File: src/rtl/stq_pkg.sv
`timescale 1ns / 1ps

package stq_pkg;

  localparam int unsigned QueueDepthDefault = 16;

  localparam int unsigned SecW     = 32;
  localparam int unsigned UsecW    = 20;
  localparam int unsigned DlSecW   = 33;
  localparam int unsigned DlUsecW  = 21;
  localparam int unsigned WaitSecW = 33;

  localparam logic [DlUsecW-1:0] UsecMax    = DlUsecW'(999999);
  localparam logic [DlUsecW-1:0] UsecPerSec = DlUsecW'(1000000);

  // action codes
  localparam logic [1:0] ACT_ADD     = 2'd0;
  localparam logic [1:0] ACT_REMOVE  = 2'd1;
  localparam logic [1:0] ACT_UPDATE  = 2'd2;
  localparam logic [1:0] ACT_TRIGGER = 2'd3;

  // result status codes
  localparam logic [1:0] ST_OK        = 2'd0;
  localparam logic [1:0] ST_NOT_FOUND = 2'd1;
  localparam logic [1:0] ST_FULL      = 2'd2;

  typedef struct packed {
    logic [SecW-1:0]  last_sec;
    logic [UsecW-1:0] last_usec;
    logic [SecW-1:0]  interval_sec;
    logic [UsecW-1:0] interval_usec;
  } entry_t;

  typedef struct packed {
    logic [DlSecW-1:0]  sec;
    logic [DlUsecW-1:0] usec;
  } dl_t;

  // controller to datapath
  typedef struct packed {
    logic load;     // capture the incoming transaction
    logic rd_en;    // read one slot
    logic wr_en;    // write one slot
    logic wr_key;   // write the key entry instead of the slot just read
    logic key_new;  // key entry is the replacement entry
    logic kd_load;  // register the key deadline
    logic hd_load;  // register the head deadline
  } stq_cmd_t;

  // datapath to controller
  typedef struct packed {
    logic slot_geq;    // deadline of slot read >= key deadline
    logic slot_match;  // slot read equals the entry to remove
  } stq_stat_t;

  // last plus interval with a single microsecond carry
  function automatic dl_t deadline(entry_t e);
    dl_t                r;
    logic [DlUsecW-1:0] u;
    logic               c;
    u = {1'b0, e.last_usec} + {1'b0, e.interval_usec};
    c = (u > UsecMax);
    r.sec  = {1'b0, e.last_sec} + {1'b0, e.interval_sec} + {{(DlSecW-1){1'b0}}, c};
    r.usec = c ? (u - UsecPerSec) : u;
    return r;
  endfunction

  function automatic logic time_geq(dl_t a, dl_t b);
    return (a.sec > b.sec) || ((a.sec == b.sec) && (a.usec >= b.usec));
  endfunction

endpackage

File: src/rtl/stq_datapath.sv
`timescale 1ns / 1ps

module stq_datapath #(
  parameter int unsigned QUEUE_DEPTH = stq_pkg::QueueDepthDefault,
  localparam int unsigned IdxW = (QUEUE_DEPTH > 1) ? $clog2(QUEUE_DEPTH) : 1
) (
  input  logic                               clk,
  input  stq_pkg::stq_cmd_t                  cmd,
  input  logic [IdxW-1:0]                    rd_addr,
  input  logic [IdxW-1:0]                    wr_addr,
  output stq_pkg::stq_stat_t                 stat,
  input  logic [stq_pkg::SecW-1:0]           last_sec,
  input  logic [stq_pkg::UsecW-1:0]          last_usec,
  input  logic [stq_pkg::SecW-1:0]           interval_sec,
  input  logic [stq_pkg::UsecW-1:0]          interval_usec,
  input  logic [stq_pkg::SecW-1:0]           new_last_sec,
  input  logic [stq_pkg::UsecW-1:0]          new_last_usec,
  input  logic [stq_pkg::SecW-1:0]           new_interval_sec,
  input  logic [stq_pkg::UsecW-1:0]          new_interval_usec,
  input  logic [stq_pkg::SecW-1:0]           now_sec,
  input  logic [stq_pkg::UsecW-1:0]          now_usec,
  output logic [stq_pkg::WaitSecW-1:0]       wait_sec,
  output logic [stq_pkg::UsecW-1:0]          wait_usec
);

  stq_pkg::entry_t                 mem [QUEUE_DEPTH];
  stq_pkg::entry_t                 rd_data;
  stq_pkg::entry_t                 old_entry;
  stq_pkg::entry_t                 repl_entry;
  stq_pkg::entry_t                 key_entry;
  stq_pkg::entry_t                 wr_data;
  logic [stq_pkg::SecW-1:0]        now_sec_r;
  logic [stq_pkg::UsecW-1:0]       now_usec_r;
  stq_pkg::dl_t                    kd;
  stq_pkg::dl_t                    hd;
  stq_pkg::dl_t                    now_dl;
  stq_pkg::dl_t                    slot_dl;
  logic                            borrow;
  logic [stq_pkg::DlUsecW:0]       wu_wide;

  // transaction capture
  always_ff @(posedge clk) begin
    if (cmd.load) begin
      old_entry  <= '{last_sec, last_usec, interval_sec, interval_usec};
      repl_entry <= '{new_last_sec, new_last_usec, new_interval_sec, new_interval_usec};
      now_sec_r  <= now_sec;
      now_usec_r <= now_usec;
    end
  end

  assign key_entry = cmd.key_new ? repl_entry : old_entry;
  assign wr_data   = cmd.wr_key ? key_entry : rd_data;

  // slot memory, one write and one registered read per cycle
  always_ff @(posedge clk) begin
    if (cmd.wr_en) begin
      mem[wr_addr] <= wr_data;
    end
    if (cmd.rd_en) begin
      rd_data <= mem[rd_addr];
    end
  end

  always_ff @(posedge clk) begin
    if (cmd.kd_load) begin
      kd <= stq_pkg::deadline(key_entry);
    end
    if (cmd.hd_load) begin
      hd <= stq_pkg::deadline(rd_data);
    end
  end

  assign slot_dl         = stq_pkg::deadline(rd_data);
  assign stat.slot_geq   = stq_pkg::time_geq(slot_dl, kd);
  assign stat.slot_match = (rd_data == old_entry);

  // head deadline minus now, clamped at zero
  always_comb begin
    now_dl.sec  = {1'b0, now_sec_r};
    now_dl.usec = {1'b0, now_usec_r};
    borrow      = (hd.usec < now_dl.usec);
    wu_wide     = borrow ? ({1'b0, hd.usec} + {1'b0, stq_pkg::UsecPerSec} - {1'b0, now_dl.usec})
                         : ({1'b0, hd.usec} - {1'b0, now_dl.usec});
    if (stq_pkg::time_geq(hd, now_dl)) begin
      wait_sec  = hd.sec - now_dl.sec - {{(stq_pkg::WaitSecW-1){1'b0}}, borrow};
      wait_usec = wu_wide[stq_pkg::UsecW-1:0];
    end else begin
      wait_sec  = '0;
      wait_usec = '0;
    end
  end

endmodule

File: src/rtl/stq_ctrl.sv
`timescale 1ns / 1ps

module stq_ctrl #(
  parameter int unsigned QUEUE_DEPTH = stq_pkg::QueueDepthDefault,
  localparam int unsigned IdxW = (QUEUE_DEPTH > 1) ? $clog2(QUEUE_DEPTH) : 1,
  localparam int unsigned CntW = $clog2(QUEUE_DEPTH + 1)
) (
  input  logic               clk,
  input  logic               rst,
  input  logic               in_valid,
  output logic               in_stall,
  input  logic [1:0]         action,
  input  logic               out_free,
  output logic               done,
  output logic [1:0]         res_status,
  output logic               res_has,
  output stq_pkg::stq_cmd_t  cmd,
  output logic [IdxW-1:0]    rd_addr,
  output logic [IdxW-1:0]    wr_addr,
  input  stq_pkg::stq_stat_t stat
);

  localparam logic [3:0] S_IDLE     = 4'd0;
  localparam logic [3:0] S_ADD_INIT = 4'd1;
  localparam logic [3:0] S_ADD_SCAN = 4'd2;
  localparam logic [3:0] S_ADD_PUT  = 4'd3;
  localparam logic [3:0] S_RM_INIT  = 4'd4;
  localparam logic [3:0] S_RM_SCAN  = 4'd5;
  localparam logic [3:0] S_TRIG_RD  = 4'd6;
  localparam logic [3:0] S_TRIG_DL  = 4'd7;
  localparam logic [3:0] S_FIN      = 4'd8;

  localparam logic [CntW-1:0] CntFull = CntW'(QUEUE_DEPTH);

  logic [3:0]      state, state_next;
  logic [CntW-1:0] count, count_next;
  logic [IdxW-1:0] idx, idx_next;
  logic            found, found_next;
  logic            upd, upd_next;
  logic [1:0]      status_r, status_next;
  logic            has_r, has_next;
  logic [CntW-1:0] cnt_m1;
  logic            at_last;

  assign cnt_m1     = count - 1'b1;
  assign at_last    = (CntW'(idx) == cnt_m1);
  assign in_stall   = (state != S_IDLE);
  assign res_status = status_r;
  assign res_has    = has_r;

  always_ff @(posedge clk) begin
    if (rst) begin
      state    <= S_IDLE;
      count    <= '0;
      idx      <= '0;
      found    <= 1'b0;
      upd      <= 1'b0;
      status_r <= stq_pkg::ST_OK;
      has_r    <= 1'b0;
    end else begin
      state    <= state_next;
      count    <= count_next;
      idx      <= idx_next;
      found    <= found_next;
      upd      <= upd_next;
      status_r <= status_next;
      has_r    <= has_next;
    end
  end

  always_comb begin
    state_next  = state;
    count_next  = count;
    idx_next    = idx;
    found_next  = found;
    upd_next    = upd;
    status_next = status_r;
    has_next    = has_r;
    cmd         = '0;
    cmd.key_new = upd;
    rd_addr     = '0;
    wr_addr     = '0;
    done        = 1'b0;

    unique case (state)
      S_IDLE: begin
        if (in_valid) begin
          cmd.load    = 1'b1;
          has_next    = 1'b0;
          status_next = stq_pkg::ST_OK;
          upd_next    = (action == stq_pkg::ACT_UPDATE);
          unique case (action)
            stq_pkg::ACT_ADD: begin
              if (count == CntFull) begin
                status_next = stq_pkg::ST_FULL;
                state_next  = S_FIN;
              end else begin
                state_next = S_ADD_INIT;
              end
            end
            stq_pkg::ACT_REMOVE, stq_pkg::ACT_UPDATE: begin
              if (count == '0) begin
                status_next = stq_pkg::ST_NOT_FOUND;
                state_next  = S_FIN;
              end else begin
                state_next = S_RM_INIT;
              end
            end
            stq_pkg::ACT_TRIGGER: begin
              state_next = (count == '0) ? S_FIN : S_TRIG_RD;
            end
          endcase
        end
      end

      // scan from the tail, moving later or equal deadlines up one slot
      S_ADD_INIT: begin
        cmd.kd_load = 1'b1;
        if (count == '0) begin
          cmd.wr_en   = 1'b1;
          cmd.wr_key  = 1'b1;
          count_next  = count + 1'b1;
          status_next = stq_pkg::ST_OK;
          state_next  = S_FIN;
        end else begin
          cmd.rd_en  = 1'b1;
          rd_addr    = cnt_m1[IdxW-1:0];
          idx_next   = cnt_m1[IdxW-1:0];
          state_next = S_ADD_SCAN;
        end
      end

      S_ADD_SCAN: begin
        cmd.wr_en = 1'b1;
        wr_addr   = idx + 1'b1;
        if (stat.slot_geq) begin
          if (idx == '0) begin
            state_next = S_ADD_PUT;
          end else begin
            cmd.rd_en = 1'b1;
            rd_addr   = idx - 1'b1;
            idx_next  = idx - 1'b1;
          end
        end else begin
          cmd.wr_key  = 1'b1;
          count_next  = count + 1'b1;
          status_next = stq_pkg::ST_OK;
          state_next  = S_FIN;
        end
      end

      S_ADD_PUT: begin
        cmd.wr_en   = 1'b1;
        cmd.wr_key  = 1'b1;
        count_next  = count + 1'b1;
        status_next = stq_pkg::ST_OK;
        state_next  = S_FIN;
      end

      // forward scan; once matched, each later slot moves down one
      S_RM_INIT: begin
        cmd.rd_en  = 1'b1;
        idx_next   = '0;
        found_next = 1'b0;
        state_next = S_RM_SCAN;
      end

      S_RM_SCAN: begin
        if (found) begin
          cmd.wr_en = 1'b1;
          wr_addr   = idx - 1'b1;
        end
        if (at_last) begin
          if (found || stat.slot_match) begin
            count_next = count - 1'b1;
            if (upd) begin
              state_next = S_ADD_INIT;
            end else begin
              status_next = stq_pkg::ST_OK;
              state_next  = S_FIN;
            end
          end else begin
            status_next = stq_pkg::ST_NOT_FOUND;
            state_next  = S_FIN;
          end
        end else begin
          cmd.rd_en  = 1'b1;
          rd_addr    = idx + 1'b1;
          idx_next   = idx + 1'b1;
          found_next = found || stat.slot_match;
        end
      end

      S_TRIG_RD: begin
        cmd.rd_en  = 1'b1;
        state_next = S_TRIG_DL;
      end

      S_TRIG_DL: begin
        cmd.hd_load = 1'b1;
        has_next    = 1'b1;
        status_next = stq_pkg::ST_OK;
        state_next  = S_FIN;
      end

      S_FIN: begin
        if (out_free) begin
          done       = 1'b1;
          state_next = S_IDLE;
        end
      end

      default: begin
        state_next = S_IDLE;
      end
    endcase
  end

  a_count_range: assert property (@(posedge clk) disable iff (rst)
    count <= CntFull)
    else $error("used count above depth");

  a_done_free: assert property (@(posedge clk) disable iff (rst)
    done |-> out_free)
    else $error("result issued while output register busy");

  a_port_clash: assert property (@(posedge clk) disable iff (rst)
    (cmd.rd_en && cmd.wr_en) |-> (rd_addr != wr_addr))
    else $error("slot read and write at the same address");

  a_full_keeps: assert property (@(posedge clk) disable iff (rst)
    (state == S_IDLE && in_valid && action == stq_pkg::ACT_ADD && count == CntFull)
      |=> (count == $past(count)) && (status_r == stq_pkg::ST_FULL))
    else $error("add on a full queue changed the queue");

  a_has_trigger: assert property (@(posedge clk) disable iff (rst)
    (done && has_r) |-> (count != '0))
    else $error("trigger result on an empty queue");

endmodule

File: src/rtl/sorted_timer_queue.sv
`timescale 1ns / 1ps

// channel  direction  handshake            payload
// in       input      in_valid / in_stall   action, last_*, interval_*, new_*, now_*
// out      output     out_valid / out_stall status, has_entry, wait_sec, wait_usec
//
// one transaction at a time; remove scans every used slot, add scans from the
// tail down to its place, update does a remove and then an add, trigger reads the head
// the slot memory has one read and one write port, so the scan and the shift
// move one slot per cycle
// rst is synchronous and empties the queue; slot contents are not cleared
// in_stall is high from acceptance until the result enters the output
// register; a new transaction is accepted while an earlier result waits

module sorted_timer_queue #(
  parameter int unsigned QUEUE_DEPTH = stq_pkg::QueueDepthDefault,
  localparam int unsigned IdxW = (QUEUE_DEPTH > 1) ? $clog2(QUEUE_DEPTH) : 1
) (
  input  logic                           clk,
  input  logic                           rst,
  // input transaction channel
  input  logic                           in_valid,
  output logic                           in_stall,
  input  logic [1:0]                     action,
  input  logic [stq_pkg::SecW-1:0]       last_sec,
  input  logic [stq_pkg::UsecW-1:0]      last_usec,
  input  logic [stq_pkg::SecW-1:0]       interval_sec,
  input  logic [stq_pkg::UsecW-1:0]      interval_usec,
  input  logic [stq_pkg::SecW-1:0]       new_last_sec,
  input  logic [stq_pkg::UsecW-1:0]      new_last_usec,
  input  logic [stq_pkg::SecW-1:0]       new_interval_sec,
  input  logic [stq_pkg::UsecW-1:0]      new_interval_usec,
  input  logic [stq_pkg::SecW-1:0]       now_sec,
  input  logic [stq_pkg::UsecW-1:0]      now_usec,
  // result transaction channel
  output logic                           out_valid,
  input  logic                           out_stall,
  output logic [1:0]                     status,
  output logic                           has_entry,
  output logic [stq_pkg::WaitSecW-1:0]   wait_sec,
  output logic [stq_pkg::UsecW-1:0]      wait_usec
);

  stq_pkg::stq_cmd_t               cmd;
  stq_pkg::stq_stat_t              stat;
  logic [IdxW-1:0]                 rd_addr;
  logic [IdxW-1:0]                 wr_addr;
  logic                            done;
  logic                            out_free;
  logic [1:0]                      res_status;
  logic                            res_has;
  logic [stq_pkg::WaitSecW-1:0]    dp_wait_sec;
  logic [stq_pkg::UsecW-1:0]       dp_wait_usec;

  // output register is free when empty or being taken this cycle
  assign out_free = !out_valid || !out_stall;

  stq_ctrl #(
    .QUEUE_DEPTH (QUEUE_DEPTH)
  ) u_ctrl (
    .clk        (clk),
    .rst        (rst),
    .in_valid   (in_valid),
    .in_stall   (in_stall),
    .action     (action),
    .out_free   (out_free),
    .done       (done),
    .res_status (res_status),
    .res_has    (res_has),
    .cmd        (cmd),
    .rd_addr    (rd_addr),
    .wr_addr    (wr_addr),
    .stat       (stat)
  );

  stq_datapath #(
    .QUEUE_DEPTH (QUEUE_DEPTH)
  ) u_datapath (
    .clk               (clk),
    .cmd               (cmd),
    .rd_addr           (rd_addr),
    .wr_addr           (wr_addr),
    .stat              (stat),
    .last_sec          (last_sec),
    .last_usec         (last_usec),
    .interval_sec      (interval_sec),
    .interval_usec     (interval_usec),
    .new_last_sec      (new_last_sec),
    .new_last_usec     (new_last_usec),
    .new_interval_sec  (new_interval_sec),
    .new_interval_usec (new_interval_usec),
    .now_sec           (now_sec),
    .now_usec          (now_usec),
    .wait_sec          (dp_wait_sec),
    .wait_usec         (dp_wait_usec)
  );

  // output register: valid flag
  always_ff @(posedge clk) begin
    if (rst) begin
      out_valid <= 1'b0;
    end else if (done) begin
      out_valid <= 1'b1;
    end else if (!out_stall) begin
      out_valid <= 1'b0;
    end
  end

  // output register: payload, wait fields only on a trigger with entries
  always_ff @(posedge clk) begin
    if (done) begin
      status    <= res_status;
      has_entry <= res_has;
      wait_sec  <= res_has ? dp_wait_sec : '0;
      wait_usec <= res_has ? dp_wait_usec : '0;
    end
  end

endmodule

File: config.mk
export PLATFORM = sky130hd
export DESIGN_NAME = sorted_timer_queue
export DESIGN_NICKNAME = d
export VERILOG_FILES = /design/src/rtl/stq_pkg.sv /design/src/rtl/stq_datapath.sv /design/src/rtl/stq_ctrl.sv /design/src/rtl/sorted_timer_queue.sv
export SDC_FILE = /design/constraint.sdc
export NUM_CORES = 2
export LEC_CHECK = 0
export ABC_AREA = 1
export BUFFER_PORTS_ARGS = -buffer_cell sky130_fd_sc_hd__buf_2
export CAP_MARGIN = 20
export CORE_MARGIN = 4
export CORE_UTILIZATION = 25
export DETAILED_ROUTE_END_ITERATION = 16
export SETUP_SLACK_MARGIN = 0.15
export SYNTH_ARGS = -nofsm -noshare
export SYNTH_HDL_FRONTEND = slang
export SYNTH_HIERARCHICAL = 1
export SYNTH_SLANG_ARGS = --single-unit
File: constraint.sdc
create_clock -name clk -period 17.6 [get_ports clk]
set_input_delay 3.52 -clock clk [delete_from_list [all_inputs] [get_ports clk]]
set_output_delay 3.52 -clock clk [all_outputs]
set_load 0.02 [all_outputs]
==> metrics.json <==
{
  "place_hpwl_microns": 196600,
  "power_w": 0.02027,
  "regToRegSetupSlack_ps": 7010,
  "peakVddDrop_mv": 0.2419,
  "number_of_vias_in_the_routed_layout": 66230,
  "edff_count_synth": 2192,
  "synth_top_cells_by_count": "edfxtp_1 (2192), inv_1 (1040), nand2_1 (919)",
  "clock-root-buffer": "clkbuf_16",
  "fin_cells": 14250,
  "grt_pass1_wl_microns": 445100,
  "cts_inserted_buffers": 213,
  "synth_sequential_area_ratio_pct": 64.79,
  "min_period_ps": 10590,
  "fin_crit_sh_pct": 60.16,
  "drtIter0Drc": 6403,
  "post_synth.cell_area_avg_sq_um": 12.24,
  "worst_setup_hold_path_clk_slew_ps": 60,
  "timing.fmax_mhz": 94.45,
  "critical_path_required_ps": 18250,
  "crit-reg2reg-capture": "u_datapath/rd_data[16]$_DFFE_PP_",
  "drt-wirelength-per-cell_microns": 22.09,
  "worst-setup-path-type": "register to register",
  "detail_route.first_pass.iterations": 6,
  "grt-ovfl-total": 0,
  "setup.worst_path.start_class": "register",
  "core_region_area_sq_um": 406700,
  "synth_top_area_cell": "edfxtp_1",
  "globalRouteTotalUtil_pct": 14.40,
  "max_slew_violation_total_from_the_final_report": 0,
  "syn-num-nets": 8941,
  "route.antenna.remaining_nets": 0,
  "fin_skew_ps": 129.9,
  "hold_buffers": 0,
  "final_hold_viol_count": 0,
  "cts_buffer_depth": 4,
  "htreeDepth": 4,
  "per_cell_via_count_in_the_routed_design": 4.647,
  "hold_path_depth": 0,
  "top_level_ports": 324,
  "design.die.area_sq_um": 419000,
  "postRouteWirelength_microns": 314800,
  "share_of_the_synthesized_area_in_the_top_cell_type_pct": 64.42,
  "holdCritPathClass": "register to register",
  "hold_start": "u_ctrl/res_status[0]$_SDFFE_PP0P_",
  "fraction_of_final_layout_cells_sized_beyond_drive_strength_1_pct": 11.67,
  "power-per-cell-area_nw_per_um2": 173.1,
  "synthDistinctLibCells": 58,
  "synthArstFlopShare_pct": 0,
  "postSynthCellCount": 8348,
  "grt_max_degree": 211,
  "cpPeakStageDelay_ps": 800,
  "most_used_flip_flop_cell_after_synthesis": "edfxtp_1",
  "top_usage_layer": "met2",
  "hold-worst-slack_ps": 484.8,
  "timing.critical_path.slowest_stage_cell": "buf_4",
  "outcome": "finished clean",
  "critPathCaptureType": "register",
  "floorplan.rows": 234,
  "route.detailed.drc": 0,
  "final.setup.tns_ps": 0,
  "globalRouteMet3Util_pct": 2.002,
  "number_of_antenna_violations_at_the_first_check_in_global_routing": 15,
  "first_global_vias": 62320,
  "num-nets-final": 9233,
  "globalRouteMet1Util_pct": 18.07,
  "report.final.setup_viol": 0,
  "dominant_cell_by_count_in_the_synthesized_netlist": "edfxtp_1",
  "synth.yosys.warnings": 6,
  "flow.area_growth_from_synthesis_pct": 14.60,
  "cp.arrival_ps": 11240,
  "clock_insertion_delay_worst_skew_ps": 940,
  "tritoncts": "yes",
  "synth_seq_cells": 2211,
  "post_synth_instance_area_sq_um": 102200,
  "post_cts_resized": 0,
  "tritoncts_num_sinks": 2211,
  "cp_max_fo": 167,
  "cap_viol_max_count": 0,
  "dp.cells": 13850,
  "worst_path_dominant_cell_family": "simple AND/OR/NAND/NOR gates",
  "rsz0062_at_grt": "no",
  "critical-path-top-cell-by-count": "nand3_1",
  "globalRouteMet2Util_pct": 23.37,
  "reg2reg_from": "u_datapath/rd_data[54]$_DFFE_PP_",
  "tightestPinTransition_ps": 1262,
  "min_delay_worst_endpoint": "status[0]$_DFFE_PP_",
  "post-cts-setup-buffers": 0,
  "relSlewSlack_pct": 15.15,
  "cp_num_buf_inv": 7,
  "effective_utilization_at_floorplan_pct": 25.13,
  "fp.dieH_microns": 647.3,
  "place.gp.congestion": 0.9359,
  "reg2reg_depth": 41,
  "synth_top_cells_by_area": "edfxtp_1 (64%), mux2i_1 (4.1%), inv_1 (3.8%), ha_1 (3.7%), nand2_1 (3.4%)",
  "power.static_leakage_nw": 41.52,
  "numPortBuffers": 323,
  "floorplan.die.width_microns": 647.3
}
## how the worst max path moves through the flow
stage	startpoint	to	slack, ps	depth (start not counted)
final	u_datapath/rd_data[54]$_DFFE_PP_	u_datapath/rd_data[16]$_DFFE_PP_	7010	41
after global placement	u_datapath/rd_data[54]$_DFFE_PP_	u_datapath/rd_data[66]$_DFFE_PP_	7130	45
after CTS	u_datapath/rd_data[54]$_DFFE_PP_	u_datapath/rd_data[51]$_DFFE_PP_	7060	40
after detailed placement	u_datapath/rd_data[52]$_DFFE_PP_	u_datapath/rd_data[66]$_DFFE_PP_	7070	45
after global routing	u_datapath/rd_data[52]$_DFFE_PP_	u_datapath/rd_data[51]$_DFFE_PP_	6100	55
after floorplan	in_valid	u_ctrl/upd$_SDFFE_PP0P_	1880	5
## registers in the layout (all words and copies together) (netlist names), 2 cells and up
name                   cells
u_ctrl/res_status          2
u_datapath/old_entry     104
wait_usec                 20
u_ctrl/count               5
status                     2
u_datapath/repl_entry    104
u_datapath/now_usec_r     20
u_ctrl/idx                 4
u_datapath/now_sec_r      32
u_ctrl/state               4
wait_sec                  33
u_datapath/kd             54
u_datapath/mem          1664
u_datapath/rd_data       104
u_datapath/hd             54
## worst register-to-register path, delay by kind of cell, from the launching register on
kind	cells	cell delay, ps
muxes	1	330
and+or+nand+nor	19	3010
adders and majority gates	4	1470
DFF	1	560
buffers and inverters	7	2640
xor gates and xnor gates	2	530
AOI/OAI and AO/OA	8	1800
## report_power, final
| group | internal, W | leakage, nW | total [W] | switching, W |
|---|---|---|---|---|
| registers | 0.00715 | 20.1 | 0.00751 | 0.000361 |
| logic | 0.00260 | 18.2 | 0.00825 | 0.00565 |
| clock network | 0.00251 | 3.27 | 0.00451 | 0.00200 |
| total | 0.0123 | 41.5 | 0.0203 | 0.00802 |
## layout make-up
class	instances	area, sq um
Tap cell	5428	6792
Antenna cell	17	42.54
Fill cell	41270	289600
Clock buffer	251	5515
Sequential cell	2211	66210
Multi-Input combinational cell	4727	30730
Clock inverter	132	1206
Inverter	1056	3989
Timing Repair Buffer	431	2614
## cells in the final DEF (no fill, tap or decap), types with 18 or more instances in the layout
cell	n
nand2_2	22
nand3_1	296
clkinv_2	44
nor2_4	27
buf_2	323
o21ai_0	647
mux2i_1	416
nor4_1	25
clkbuf_16	215
clkbuf_1	36
nor2_1	278
mux2_2	175
edfxtp_1	2192
nand2_1	919
inv_1	1038
clkinv_1	44
nand3b_1	19
xor2_1	134
o211ai_1	428
xnor2_1	104
o21a_1	21
fa_1	22
ha_1	305
nand4_1	64
bufinv_16	18
nor3_1	51
buf_4	93
a21oi_1	645
## routing by layer
layer / wire [microns] / share of wire [%]
met1: 126400 / 40
met2: 145800 / 46
met3: 19990 / 6.4
met4: 22510 / 7.2
met5: 23 / 0.0073
## cells by family after synthesis
family	Yosys count	synth area share [%]
xor+xnor	240	2.072
mux	591	6.003
compound gates	1823	10.23
fa+ha+maj	327	4.166
simple gates	1746	7.398
buf+inv	1410	5.348
flops	2211	64.79
## per-stage QoR
stage          utilization, %  worst slack (ps)  area (sq um)
6_report                28.79              7012        117100
5_1_grt                 28.79              6097        117100
4_1_cts                 28.77              7061        117000
3_5_place_dp            27.12              7065        110300
3_3_place_gp            27.12              7127        110300
2_1_floorplan               -              1882        102200
(Power assumes the default switching activity.)
